`config.mk`:
```
export PLATFORM = sky130hd
export DESIGN_NAME = pwm_duty_frequency_meter_flat
export DESIGN_NICKNAME = d
export VERILOG_FILES = /design/src/pdfm_pkg.sv /design/src/pdfm_in_if.sv /design/src/pdfm_out_if.sv /design/src/pdfm_sdiv.sv /design/src/pwm_duty_frequency_meter.sv /design/src/flat_wrapper.sv
export SDC_FILE = /design/constraint.sdc
export NUM_CORES = 1
export LEC_CHECK = 0
export ABC_AREA = 1
export BUFFER_PORTS_ARGS = -buffer_cell sky130_fd_sc_hd__buf_2
export CAP_MARGIN = 25
export CELL_PAD_IN_SITES_DETAIL_PLACEMENT = 0
export CELL_PAD_IN_SITES_GLOBAL_PLACEMENT = 1
export CORE_UTILIZATION = 47
export DETAILED_ROUTE_END_ITERATION = 8
export PLACE_DENSITY_LB_ADDON = 0.25
export SYNTH_ARGS = -nofsm -noshare
export SYNTH_HDL_FRONTEND = slang
export SYNTH_HIERARCHICAL = 1
export SYNTH_SLANG_ARGS = --single-unit
export TNS_END_PERCENT = 30
```
`constraint.sdc`:
```
create_clock -name i_clk -period 7.4 [get_ports i_clk]
set_input_delay 1.48 -clock i_clk [delete_from_list [all_inputs] [get_ports i_clk]]
set_output_delay 1.48 -clock i_clk [all_outputs]
set_load 0.03 [all_outputs]
```
`src/pdfm_pkg.sv`:
```
// ----------------------------------------------------------------------------
// pdfm_pkg
// Shared widths, constants and types of the PWM duty/frequency meter.
// ----------------------------------------------------------------------------
package pdfm_pkg;

    localparam int unsigned COUNT_BITS = 24;

    localparam int unsigned CNT_W   = COUNT_BITS;
    localparam int unsigned OUT_W   = 24;
    localparam int unsigned DUTY_W  = 7;
    localparam int unsigned CLK_W   = 27;
    localparam int unsigned PRE_W   = 11;
    localparam int unsigned PER_W   = CNT_W + 1;
    localparam int unsigned DVS_W   = PER_W + PRE_W;
    localparam int unsigned DNUM_W  = CNT_W + DUTY_W;
    localparam int unsigned DVD_W   = (DNUM_W > CLK_W) ? DNUM_W : CLK_W;
    localparam int unsigned DCNT_W  = $clog2(DVD_W + 1);
    localparam int unsigned CMP_W   = (CNT_W > OUT_W) ? CNT_W : OUT_W;

    localparam int unsigned CFG_IDX_W  = 1;
    localparam int unsigned CFG_DATA_W = CLK_W;

    localparam logic [CFG_IDX_W-1:0] CFG_CLOCK_HZ = 1'd0;
    localparam logic [CFG_IDX_W-1:0] CFG_PRESCALE = 1'd1;

    localparam logic [CLK_W-1:0] CLOCK_HZ_RST = 27'd8000000;
    localparam logic [PRE_W-1:0] PRESCALE_RST = 11'd1024;

    localparam logic [CNT_W-1:0] CNT_MAX = '1;
    localparam logic [OUT_W-1:0] OUT_MAX = '1;

    typedef enum logic [1:0] {
        PH_WAIT,
        PH_HIGH,
        PH_LOW
    } t_phase;

    typedef enum logic [2:0] {
        ST_IDLE,
        ST_START,
        ST_DUTY,
        ST_FREQ,
        ST_HOLD
    } t_state;

    typedef struct packed {
        logic busy;
        logic done;
    } t_div_stat;

endpackage

```
`src/pdfm_in_if.sv`:
```
// ----------------------------------------------------------------------------
// pdfm_in_if
// Tick channel: one pin sample per word.
// ----------------------------------------------------------------------------
interface pdfm_in_if;
    logic valid;
    logic ready;
    logic pin_level;

    modport source (output valid, output pin_level, input ready);
    modport sink   (input valid, input pin_level, output ready);
endinterface

```
`src/pdfm_out_if.sv`:
```
// ----------------------------------------------------------------------------
// pdfm_out_if
// Result channel: one period measurement per word.
// ----------------------------------------------------------------------------
interface pdfm_out_if;
    logic                         valid;
    logic                         ready;
    logic [pdfm_pkg::OUT_W-1:0]  high_ticks;
    logic [pdfm_pkg::OUT_W-1:0]  low_ticks;
    logic [pdfm_pkg::DUTY_W-1:0] duty_percent;
    logic [pdfm_pkg::CLK_W-1:0]  frequency_hz;
    logic                         saturated;

    modport source (
        output valid, output high_ticks, output low_ticks,
        output duty_percent, output frequency_hz, output saturated,
        input ready
    );
    modport sink (
        input valid, input high_ticks, input low_ticks,
        input duty_percent, input frequency_hz, input saturated,
        output ready
    );
endinterface

```
`src/pdfm_sdiv.sv`:
```
// ----------------------------------------------------------------------------
// pdfm_sdiv
// Bit-serial restoring divider, one quotient bit per cycle.
// ----------------------------------------------------------------------------
module pdfm_sdiv (
    input  logic                          i_clk,
    input  logic                          i_rst_n,
    input  logic                          i_start,
    input  logic [pdfm_pkg::DVD_W-1:0]    i_dividend,
    input  logic [pdfm_pkg::DVS_W-1:0]    i_divisor,
    output logic [pdfm_pkg::DVD_W-1:0]    o_quotient,
    output pdfm_pkg::t_div_stat           o_stat
);

    logic [pdfm_pkg::DVS_W-1:0]  r_rem, n_rem;
    logic [pdfm_pkg::DVD_W-1:0]  r_num, n_num;
    logic [pdfm_pkg::DVS_W-1:0]  r_dvs, n_dvs;
    logic [pdfm_pkg::DCNT_W-1:0] r_cnt, n_cnt;
    logic                        r_busy, n_busy;
    logic                        r_done, n_done;

    logic [pdfm_pkg::DVS_W:0]    w_trial;
    logic [pdfm_pkg::DVS_W:0]    w_diff;
    logic                        w_ge;

    assign w_trial = {r_rem, r_num[pdfm_pkg::DVD_W-1]};
    assign w_diff  = w_trial - {1'b0, r_dvs};
    assign w_ge    = (w_trial >= {1'b0, r_dvs});

    always_comb begin
        n_rem  = r_rem;
        n_num  = r_num;
        n_dvs  = r_dvs;
        n_cnt  = r_cnt;
        n_busy = r_busy;
        n_done = 1'b0;
        if (r_busy) begin
            n_rem = w_ge ? w_diff[pdfm_pkg::DVS_W-1:0] : w_trial[pdfm_pkg::DVS_W-1:0];
            n_num = {r_num[pdfm_pkg::DVD_W-2:0], w_ge};
            n_cnt = r_cnt - 1'b1;
            if (r_cnt == pdfm_pkg::DCNT_W'(1)) begin
                n_busy = 1'b0;
                n_done = 1'b1;
            end
        end else if (i_start) begin
            n_rem  = '0;
            n_num  = i_dividend;
            n_dvs  = i_divisor;
            n_cnt  = pdfm_pkg::DCNT_W'(pdfm_pkg::DVD_W);
            n_busy = 1'b1;
        end
    end

    always_ff @(posedge i_clk) begin
        if (!i_rst_n) begin
            r_busy <= 1'b0;
            r_done <= 1'b0;
            r_cnt  <= '0;
        end else begin
            r_busy <= n_busy;
            r_done <= n_done;
            r_cnt  <= n_cnt;
        end
        r_rem <= n_rem;
        r_num <= n_num;
        r_dvs <= n_dvs;
    end

    assign o_quotient  = r_num;
    assign o_stat.busy = r_busy;
    assign o_stat.done = r_done;

endmodule

```
`src/pwm_duty_frequency_meter.sv`:
```
// ----------------------------------------------------------------------------
// pwm_duty_frequency_meter
// Input-capture PWM meter: high/low ticks, duty percent and frequency.
// ----------------------------------------------------------------------------
//  channel  | dir | handshake       | word
//  i_in     | in  | valid/ready     | pin_level
//  o_out    | out | valid/ready     | high_ticks, low_ticks, duty_percent,
//           |     |                 | frequency_hz, saturated
//  i_cfg_*  | in  | write enable    | 0 clock_hz, 1 prescale
//
//  A tick word that closes no period leaves the meter idle and ready for the next.
//  A tick that closes a period passes through the start, duty, frequency and
//  hold states: two passes of the serial divider, duty then frequency; the
//  prescale multiply runs alongside the first pass.
//  Synchronous active-low reset; no input taken while a period is computed.
//  The result sits in an output register; a stalled sink holds the next
//  finished result in the hold state.
// ----------------------------------------------------------------------------
module pwm_duty_frequency_meter (
    input  logic                              i_clk,
    input  logic                              i_rst_n,
    pdfm_in_if.sink                           i_in,
    pdfm_out_if.source                        o_out,
    input  logic                              i_cfg_we,
    input  logic [pdfm_pkg::CFG_IDX_W-1:0]    i_cfg_idx,
    input  logic [pdfm_pkg::CFG_DATA_W-1:0]   i_cfg_data
);

    pdfm_pkg::t_state           r_state, n_state;
    pdfm_pkg::t_phase           r_phase, n_phase;
    logic                       r_last, n_last;
    logic [pdfm_pkg::CNT_W-1:0] r_tick, n_tick;
    logic [pdfm_pkg::CNT_W-1:0] r_hcap, n_hcap;
    logic                       r_ovf, n_ovf;

    logic [pdfm_pkg::CNT_W-1:0] r_hi_q, n_hi_q;
    logic [pdfm_pkg::CNT_W-1:0] r_lo_q, n_lo_q;
    logic                       r_sat_q, n_sat_q;
    logic [pdfm_pkg::DUTY_W-1:0] r_duty, n_duty;
    logic [pdfm_pkg::CLK_W-1:0]  r_freq, n_freq;

    logic [pdfm_pkg::CLK_W-1:0] r_clock_hz, n_clock_hz;
    logic [pdfm_pkg::PRE_W-1:0] r_prescale, n_prescale;

    logic [pdfm_pkg::DVS_W-1:0] r_mul_acc, n_mul_acc;
    logic [pdfm_pkg::DVS_W-1:0] r_mul_a, n_mul_a;
    logic [pdfm_pkg::PRE_W-1:0] r_mul_b, n_mul_b;

    logic                        r_o_valid, n_o_valid;
    logic [pdfm_pkg::OUT_W-1:0]  r_o_hi, n_o_hi;
    logic [pdfm_pkg::OUT_W-1:0]  r_o_lo, n_o_lo;
    logic [pdfm_pkg::DUTY_W-1:0] r_o_duty, n_o_duty;
    logic [pdfm_pkg::CLK_W-1:0]  r_o_freq, n_o_freq;
    logic                        r_o_sat, n_o_sat;

    logic                        w_div_start;
    logic [pdfm_pkg::DVD_W-1:0]  w_div_dvd;
    logic [pdfm_pkg::DVS_W-1:0]  w_div_dvs;
    logic [pdfm_pkg::DVD_W-1:0]  w_div_q;
    pdfm_pkg::t_div_stat         w_div_stat;

    logic                        w_accept;
    logic                        w_rise;
    logic                        w_fall;
    logic [pdfm_pkg::CNT_W-1:0]  w_tick_inc;
    logic [pdfm_pkg::PER_W-1:0]  w_period;
    logic [pdfm_pkg::DVD_W-1:0]  w_hi_ext;
    logic                        w_hi_big;
    logic                        w_lo_big;

    assign w_accept   = i_in.valid && (r_state == pdfm_pkg::ST_IDLE);
    assign w_rise     = i_in.pin_level && !r_last;
    assign w_fall     = !i_in.pin_level && r_last;
    assign w_tick_inc = (r_tick == pdfm_pkg::CNT_MAX) ? pdfm_pkg::CNT_MAX : r_tick + 1'b1;
    assign w_period   = pdfm_pkg::PER_W'(r_hi_q) + pdfm_pkg::PER_W'(r_lo_q);
    assign w_hi_ext   = pdfm_pkg::DVD_W'(r_hi_q);
    assign w_hi_big   = pdfm_pkg::CMP_W'(r_hi_q) > pdfm_pkg::CMP_W'(pdfm_pkg::OUT_MAX);
    assign w_lo_big   = pdfm_pkg::CMP_W'(r_lo_q) > pdfm_pkg::CMP_W'(pdfm_pkg::OUT_MAX);

    pdfm_sdiv u_div (
        .i_clk      (i_clk),
        .i_rst_n    (i_rst_n),
        .i_start    (w_div_start),
        .i_dividend (w_div_dvd),
        .i_divisor  (w_div_dvs),
        .o_quotient (w_div_q),
        .o_stat     (w_div_stat)
    );

    always_comb begin
        n_state    = r_state;
        n_phase    = r_phase;
        n_last     = r_last;
        n_tick     = r_tick;
        n_hcap     = r_hcap;
        n_ovf      = r_ovf;
        n_hi_q     = r_hi_q;
        n_lo_q     = r_lo_q;
        n_sat_q    = r_sat_q;
        n_duty     = r_duty;
        n_freq     = r_freq;
        n_clock_hz = r_clock_hz;
        n_prescale = r_prescale;
        n_mul_acc  = r_mul_acc;
        n_mul_a    = r_mul_a;
        n_mul_b    = r_mul_b;
        n_o_valid  = r_o_valid;
        n_o_hi     = r_o_hi;
        n_o_lo     = r_o_lo;
        n_o_duty   = r_o_duty;
        n_o_freq   = r_o_freq;
        n_o_sat    = r_o_sat;

        w_div_start = 1'b0;
        w_div_dvd   = (w_hi_ext << 6) + (w_hi_ext << 5) + (w_hi_ext << 2);
        w_div_dvs   = pdfm_pkg::DVS_W'(w_period);

        if (i_cfg_we) begin
            unique case (i_cfg_idx)
                pdfm_pkg::CFG_CLOCK_HZ: n_clock_hz = i_cfg_data;
                pdfm_pkg::CFG_PRESCALE: n_prescale = i_cfg_data[pdfm_pkg::PRE_W-1:0];
                default: ;
            endcase
        end

        if (o_out.ready) begin
            n_o_valid = 1'b0;
        end

        // serial shift-add: period * prescale
        if (r_mul_b != '0) begin
            if (r_mul_b[0]) begin
                n_mul_acc = r_mul_acc + r_mul_a;
            end
            n_mul_a = r_mul_a << 1;
            n_mul_b = r_mul_b >> 1;
        end

        unique case (r_state)
            pdfm_pkg::ST_IDLE: begin
                if (w_accept) begin
                    n_last = i_in.pin_level;
                    unique case (r_phase)
                        pdfm_pkg::PH_HIGH: begin
                            if (w_fall) begin
                                n_hcap  = r_tick;
                                n_phase = pdfm_pkg::PH_LOW;
                                n_tick  = pdfm_pkg::CNT_W'(1);
                            end else begin
                                n_tick = w_tick_inc;
                                n_ovf  = r_ovf || (w_tick_inc == pdfm_pkg::CNT_MAX);
                            end
                        end
                        pdfm_pkg::PH_LOW: begin
                            if (w_rise) begin
                                n_hi_q  = r_hcap;
                                n_lo_q  = r_tick;
                                n_sat_q = r_ovf;
                                n_ovf   = 1'b0;
                                n_phase = pdfm_pkg::PH_HIGH;
                                n_tick  = pdfm_pkg::CNT_W'(1);
                                n_state = pdfm_pkg::ST_START;
                            end else begin
                                n_tick = w_tick_inc;
                                n_ovf  = r_ovf || (w_tick_inc == pdfm_pkg::CNT_MAX);
                            end
                        end
                        default: begin
                            if (w_rise) begin
                                n_ovf   = 1'b0;
                                n_phase = pdfm_pkg::PH_HIGH;
                                n_tick  = pdfm_pkg::CNT_W'(1);
                            end else begin
                                n_phase = pdfm_pkg::PH_WAIT;
                                n_tick  = w_tick_inc;
                                n_ovf   = r_ovf || (w_tick_inc == pdfm_pkg::CNT_MAX);
                            end
                        end
                    endcase
                end
            end
            pdfm_pkg::ST_START: begin
                w_div_start = 1'b1;
                n_mul_acc   = '0;
                n_mul_a     = pdfm_pkg::DVS_W'(w_period);
                n_mul_b     = (r_prescale == '0) ? pdfm_pkg::PRE_W'(1) : r_prescale;
                n_state     = pdfm_pkg::ST_DUTY;
            end
            pdfm_pkg::ST_DUTY: begin
                if (w_div_stat.done) begin
                    n_duty      = w_div_q[pdfm_pkg::DUTY_W-1:0];
                    w_div_start = 1'b1;
                    w_div_dvd   = pdfm_pkg::DVD_W'(r_clock_hz);
                    w_div_dvs   = r_mul_acc;
                    n_state     = pdfm_pkg::ST_FREQ;
                end
            end
            pdfm_pkg::ST_FREQ: begin
                if (w_div_stat.done) begin
                    n_freq  = w_div_q[pdfm_pkg::CLK_W-1:0];
                    n_state = pdfm_pkg::ST_HOLD;
                end
            end
            pdfm_pkg::ST_HOLD: begin
                if (!r_o_valid || o_out.ready) begin
                    n_o_valid = 1'b1;
                    n_o_hi    = w_hi_big ? pdfm_pkg::OUT_MAX : pdfm_pkg::OUT_W'(r_hi_q);
                    n_o_lo    = w_lo_big ? pdfm_pkg::OUT_MAX : pdfm_pkg::OUT_W'(r_lo_q);
                    n_o_duty  = r_duty;
                    n_o_freq  = r_freq;
                    n_o_sat   = r_sat_q || w_hi_big || w_lo_big;
                    n_state   = pdfm_pkg::ST_IDLE;
                end
            end
            default: n_state = pdfm_pkg::ST_IDLE;
        endcase
    end

    always_ff @(posedge i_clk) begin
        if (!i_rst_n) begin
            r_state    <= pdfm_pkg::ST_IDLE;
            r_phase    <= pdfm_pkg::PH_WAIT;
            r_last     <= 1'b0;
            r_tick     <= '0;
            r_hcap     <= '0;
            r_ovf      <= 1'b0;
            r_clock_hz <= pdfm_pkg::CLOCK_HZ_RST;
            r_prescale <= pdfm_pkg::PRESCALE_RST;
            r_mul_b    <= '0;
            r_o_valid  <= 1'b0;
        end else begin
            r_state    <= n_state;
            r_phase    <= n_phase;
            r_last     <= n_last;
            r_tick     <= n_tick;
            r_hcap     <= n_hcap;
            r_ovf      <= n_ovf;
            r_clock_hz <= n_clock_hz;
            r_prescale <= n_prescale;
            r_mul_b    <= n_mul_b;
            r_o_valid  <= n_o_valid;
        end
        r_hi_q    <= n_hi_q;
        r_lo_q    <= n_lo_q;
        r_sat_q   <= n_sat_q;
        r_duty    <= n_duty;
        r_freq    <= n_freq;
        r_mul_acc <= n_mul_acc;
        r_mul_a   <= n_mul_a;
        r_o_hi    <= n_o_hi;
        r_o_lo    <= n_o_lo;
        r_o_duty  <= n_o_duty;
        r_o_freq  <= n_o_freq;
        r_o_sat   <= n_o_sat;
    end

    assign i_in.ready         = (r_state == pdfm_pkg::ST_IDLE);
    assign o_out.valid        = r_o_valid;
    assign o_out.high_ticks   = r_o_hi;
    assign o_out.low_ticks    = r_o_lo;
    assign o_out.duty_percent = r_o_duty;
    assign o_out.frequency_hz = r_o_freq;
    assign o_out.saturated    = r_o_sat;

endmodule

```
`src/flat_wrapper.sv`:
```
// flat-port wrapper written by rule: the top's interface ports become plain ports
module pwm_duty_frequency_meter_flat 
  (i_clk, i_rst_n, i_cfg_we, i_cfg_idx, i_cfg_data, i_in_valid, i_in_pin_level, i_in_ready, o_out_valid, o_out_high_ticks, o_out_low_ticks, o_out_duty_percent, o_out_frequency_hz, o_out_saturated, o_out_ready);
  pdfm_in_if i_in_i ();
  pdfm_out_if o_out_i ();
  input  logic i_clk;
  input  logic i_rst_n;
  input  logic i_cfg_we;
  input  logic [pdfm_pkg::CFG_IDX_W-1:0] i_cfg_idx;
  input  logic [pdfm_pkg::CFG_DATA_W-1:0] i_cfg_data;
  input wire logic [$bits(i_in_i.valid)-1:0] i_in_valid;
  input wire logic [$bits(i_in_i.pin_level)-1:0] i_in_pin_level;
  output wire logic [$bits(i_in_i.ready)-1:0] i_in_ready;
  output wire logic [$bits(o_out_i.valid)-1:0] o_out_valid;
  output wire logic [$bits(o_out_i.high_ticks)-1:0] o_out_high_ticks;
  output wire logic [$bits(o_out_i.low_ticks)-1:0] o_out_low_ticks;
  output wire logic [$bits(o_out_i.duty_percent)-1:0] o_out_duty_percent;
  output wire logic [$bits(o_out_i.frequency_hz)-1:0] o_out_frequency_hz;
  output wire logic [$bits(o_out_i.saturated)-1:0] o_out_saturated;
  input wire logic [$bits(o_out_i.ready)-1:0] o_out_ready;
  assign i_in_i.valid = i_in_valid;
  assign i_in_i.pin_level = i_in_pin_level;
  assign i_in_ready = i_in_i.ready;
  assign o_out_valid = o_out_i.valid;
  assign o_out_high_ticks = o_out_i.high_ticks;
  assign o_out_low_ticks = o_out_i.low_ticks;
  assign o_out_duty_percent = o_out_i.duty_percent;
  assign o_out_frequency_hz = o_out_i.frequency_hz;
  assign o_out_saturated = o_out_i.saturated;
  assign o_out_i.ready = o_out_ready;
  pwm_duty_frequency_meter u_core (.i_clk(i_clk), .i_rst_n(i_rst_n), .i_in(i_in_i), .o_out(o_out_i), .i_cfg_we(i_cfg_we), .i_cfg_idx(i_cfg_idx), .i_cfg_data(i_cfg_data));
endmodule
```
==> metrics.md <==
| Metric | Value |
|---|---|
| Synth Instances | `3238` |
| I/O Buffers | `118` |
| Fill cell count | `5133` |
| RSZ-0062 raised after global routing | `false` |
| Overall routing resource usage | `0.265` |
| Largest net degree at the start of global routing | `93` |
| GRT overflow | `0` |
| Min cycle time layout | `3.55 ns` |
| Die Wd | `236 um` |
| Core Region | `54000 um2` |
| Tcrit/Tclk final | `0.479` |
| Die H | `236 um` |
| Setup CP Type | `reg2reg` |
| Vias in the first global route | `20700` |
| Clock latency at the later pin of the worst-skew pair | `0.60 ns` |
| Drt first pass iters | `6` |
| HP Class | `reg2reg` |
| Max Slew Vio Count | `0` |
| Total CTS buffers | `50` |
| CP required | `7.74 ns` |
| Via density | `5.37` |
| Setup Viol. Count Final | `0` |
| Antenna violations before repair | `0` |
| Syn_nets | `3424` |
| Pwr Density | `383 nW/um2` |
| Clock slew at reported path FFs | `0.06 ns` |
| Max Clock Skew | `0.0169 ns` |
| Setup TNS Final | `0 ns` |
| Post-DP HPWL | `56400 um` |
| Starting DRT DRC Count | `1640` |
| Critical path endpoint category | `register` |
| Starting Density | `0.478` |
| Hold Buf Count CTS | `0` |
| First-pass GRT wire length | `116000 um` |
| Post-DRT Antenna Nets | `0` |
| Syn Area/Cell | `7.98 um2` |
| Routability Congestion | `0.958` |
| Dpl ws | `3.47 ns` |
| Clock Sinks | `453` |
| Startpoint types | `register` |
| CTS Root Cell | `clkbuf_16` |
| Vias | `21600` |
| Multi-input logic area | `11800 um2` |
| ANT cells | `0` |
| Crit path arrival time | `3.88 ns` |
| Die Area | `55900 um2` |
| Slew @ Worst Pin | `0.964 ns` |
| H-tree depth | `2` |
| Clk buf depth | `3` |
| Rel. slew slack | `0.357` |
| Leak | `12.8 nW` |
| Number of max-cap violations | `0` |
| Layout cells sized above 1 | `0.0798` |
| Post-CTS setup buffer count | `0` |
| Wire per inst | `18.5 um` |
| # rows | `85` |
| Peak Freq | `282 MHz` |
| Sequential Area | `12000 um2` |
| IO Count | `119` |
| Worst vdd ir | `189 uV` |
| Synthesis Warnings | `6` |
| PostCTS Resize Cnt | `0` |
| Final hold viol count | `0` |
| CTS tree | `built` |
| Final worst slack | `3.85 ns` |
| Status | `finished, final reports clean` |
| Crit-path max FO | `5` |
| Residual DRC | `0` |
| Post-synthesis cell area | `25800 um2` |
| Area grow syn2layout | `10.6%` |
| Final wirelength | `74500 um` |
| Nets | `3477` |
==> report_power, final <==
| group | internal (mW) | total, mW | switching (mW) | leakage [nW] |
|---|---|---|---|---|
| Clock | 1.44 | 2.49 | 1.05 | 0.799 |
| Combinational | 1.48 | 4.67 | 3.19 | 7.94 |
| Sequential | 3.42 | 3.77 | 0.342 | 4.02 |
==> sequential cells by signal, indices dropped and copies added (netlist names), 27 cells and up <==
signal / count
u_core/o_out.frequency_hz: 27
u_core/r_clock_hz: 27
u_core/r_freq: 27
u_core/r_mul_a: 36
u_core/r_mul_acc: 36
u_core/u_div/o_quotient: 31
u_core/u_div/r_dvs: 36
u_core/u_div/r_rem: 36
==> cells in the final DEF, fill, tap and decap left out, types with 44 or more instances in the layout <==
cell type and instances:
nand3_1 132, a21oi_1 191, buf_2 118, ha_1 128, inv_1 375, nand2_1 917
o21bai_1 44, edfxtp_1 294, o21ai_0 214, dfxtp_1 158, nor2_1 346, clkbuf_16 51
xor2_1 45
==> path summary, 6_finish.rpt <==
kind,start,to,slack [ns],cells past startpoint
worst min-delay path,u_core/r_freq[8],u_core/o_out.frequency_hz[8],0.42,0
worst min register to register,u_core/r_freq[8],u_core/o_out.frequency_hz[8],0.42,0
worst max register to register,u_core/r_hi_q[6],u_core/u_div/o_quotient[23],3.85,13
worst max-delay path,u_core/r_hi_q[6],u_core/u_div/o_quotient[23],3.85,13
==> area by class of cell <==
cell class,count,area share
Clock buffer,61,0.0470
Clock inverter,32,0.0103
Inverter,388,0.0510
Multi-Input combinational cell,2264,0.414
Sequential cell,453,0.421
Tap cell,696,0.0305
Timing Repair Buffer,134,0.0265
==> routing by layer <==
metal  share of wire  global-route usage  vias to the layer above
met4           0.020              0.0628                        0
met3           0.054              0.0342                       96
li1                -                   -                    10700
met5               0                   0                        -
met1            0.47               0.379                    10300
met2            0.45               0.426                      588
==> through the flow <==
step	power, mW	instance area, um2	util	hold WS (ns)	instances
finish	10.9	28600	0.529	0.418	4028
global route	11.8	28600	0.529	0.421	4028
CTS	11.0	28600	0.529	0.419	4028
detailed placement	8.44	26900	0.498	0.405	3935
global placement	8.32	26900	0.497	0.401	3932
floorplan	7.16	25800	-	0.400	3238
==> critical path, stage by stage, from the launching register on <==
cell and delay [ns]:
edfxtp_1 0.60, fa_1 0.49, ha_1 0.38, a21oi_1 0.17, nand2_1 0.15, a21boi_0 0.42
o21ai_0 0.25, nand2_1 0.13, nand2_1 0.07, or2_2 0.27, nand3_1 0.15, nand2_1 0.08
nand2_1 0.07, nand2_1 0.06
(Power assumes the default switching activity.)
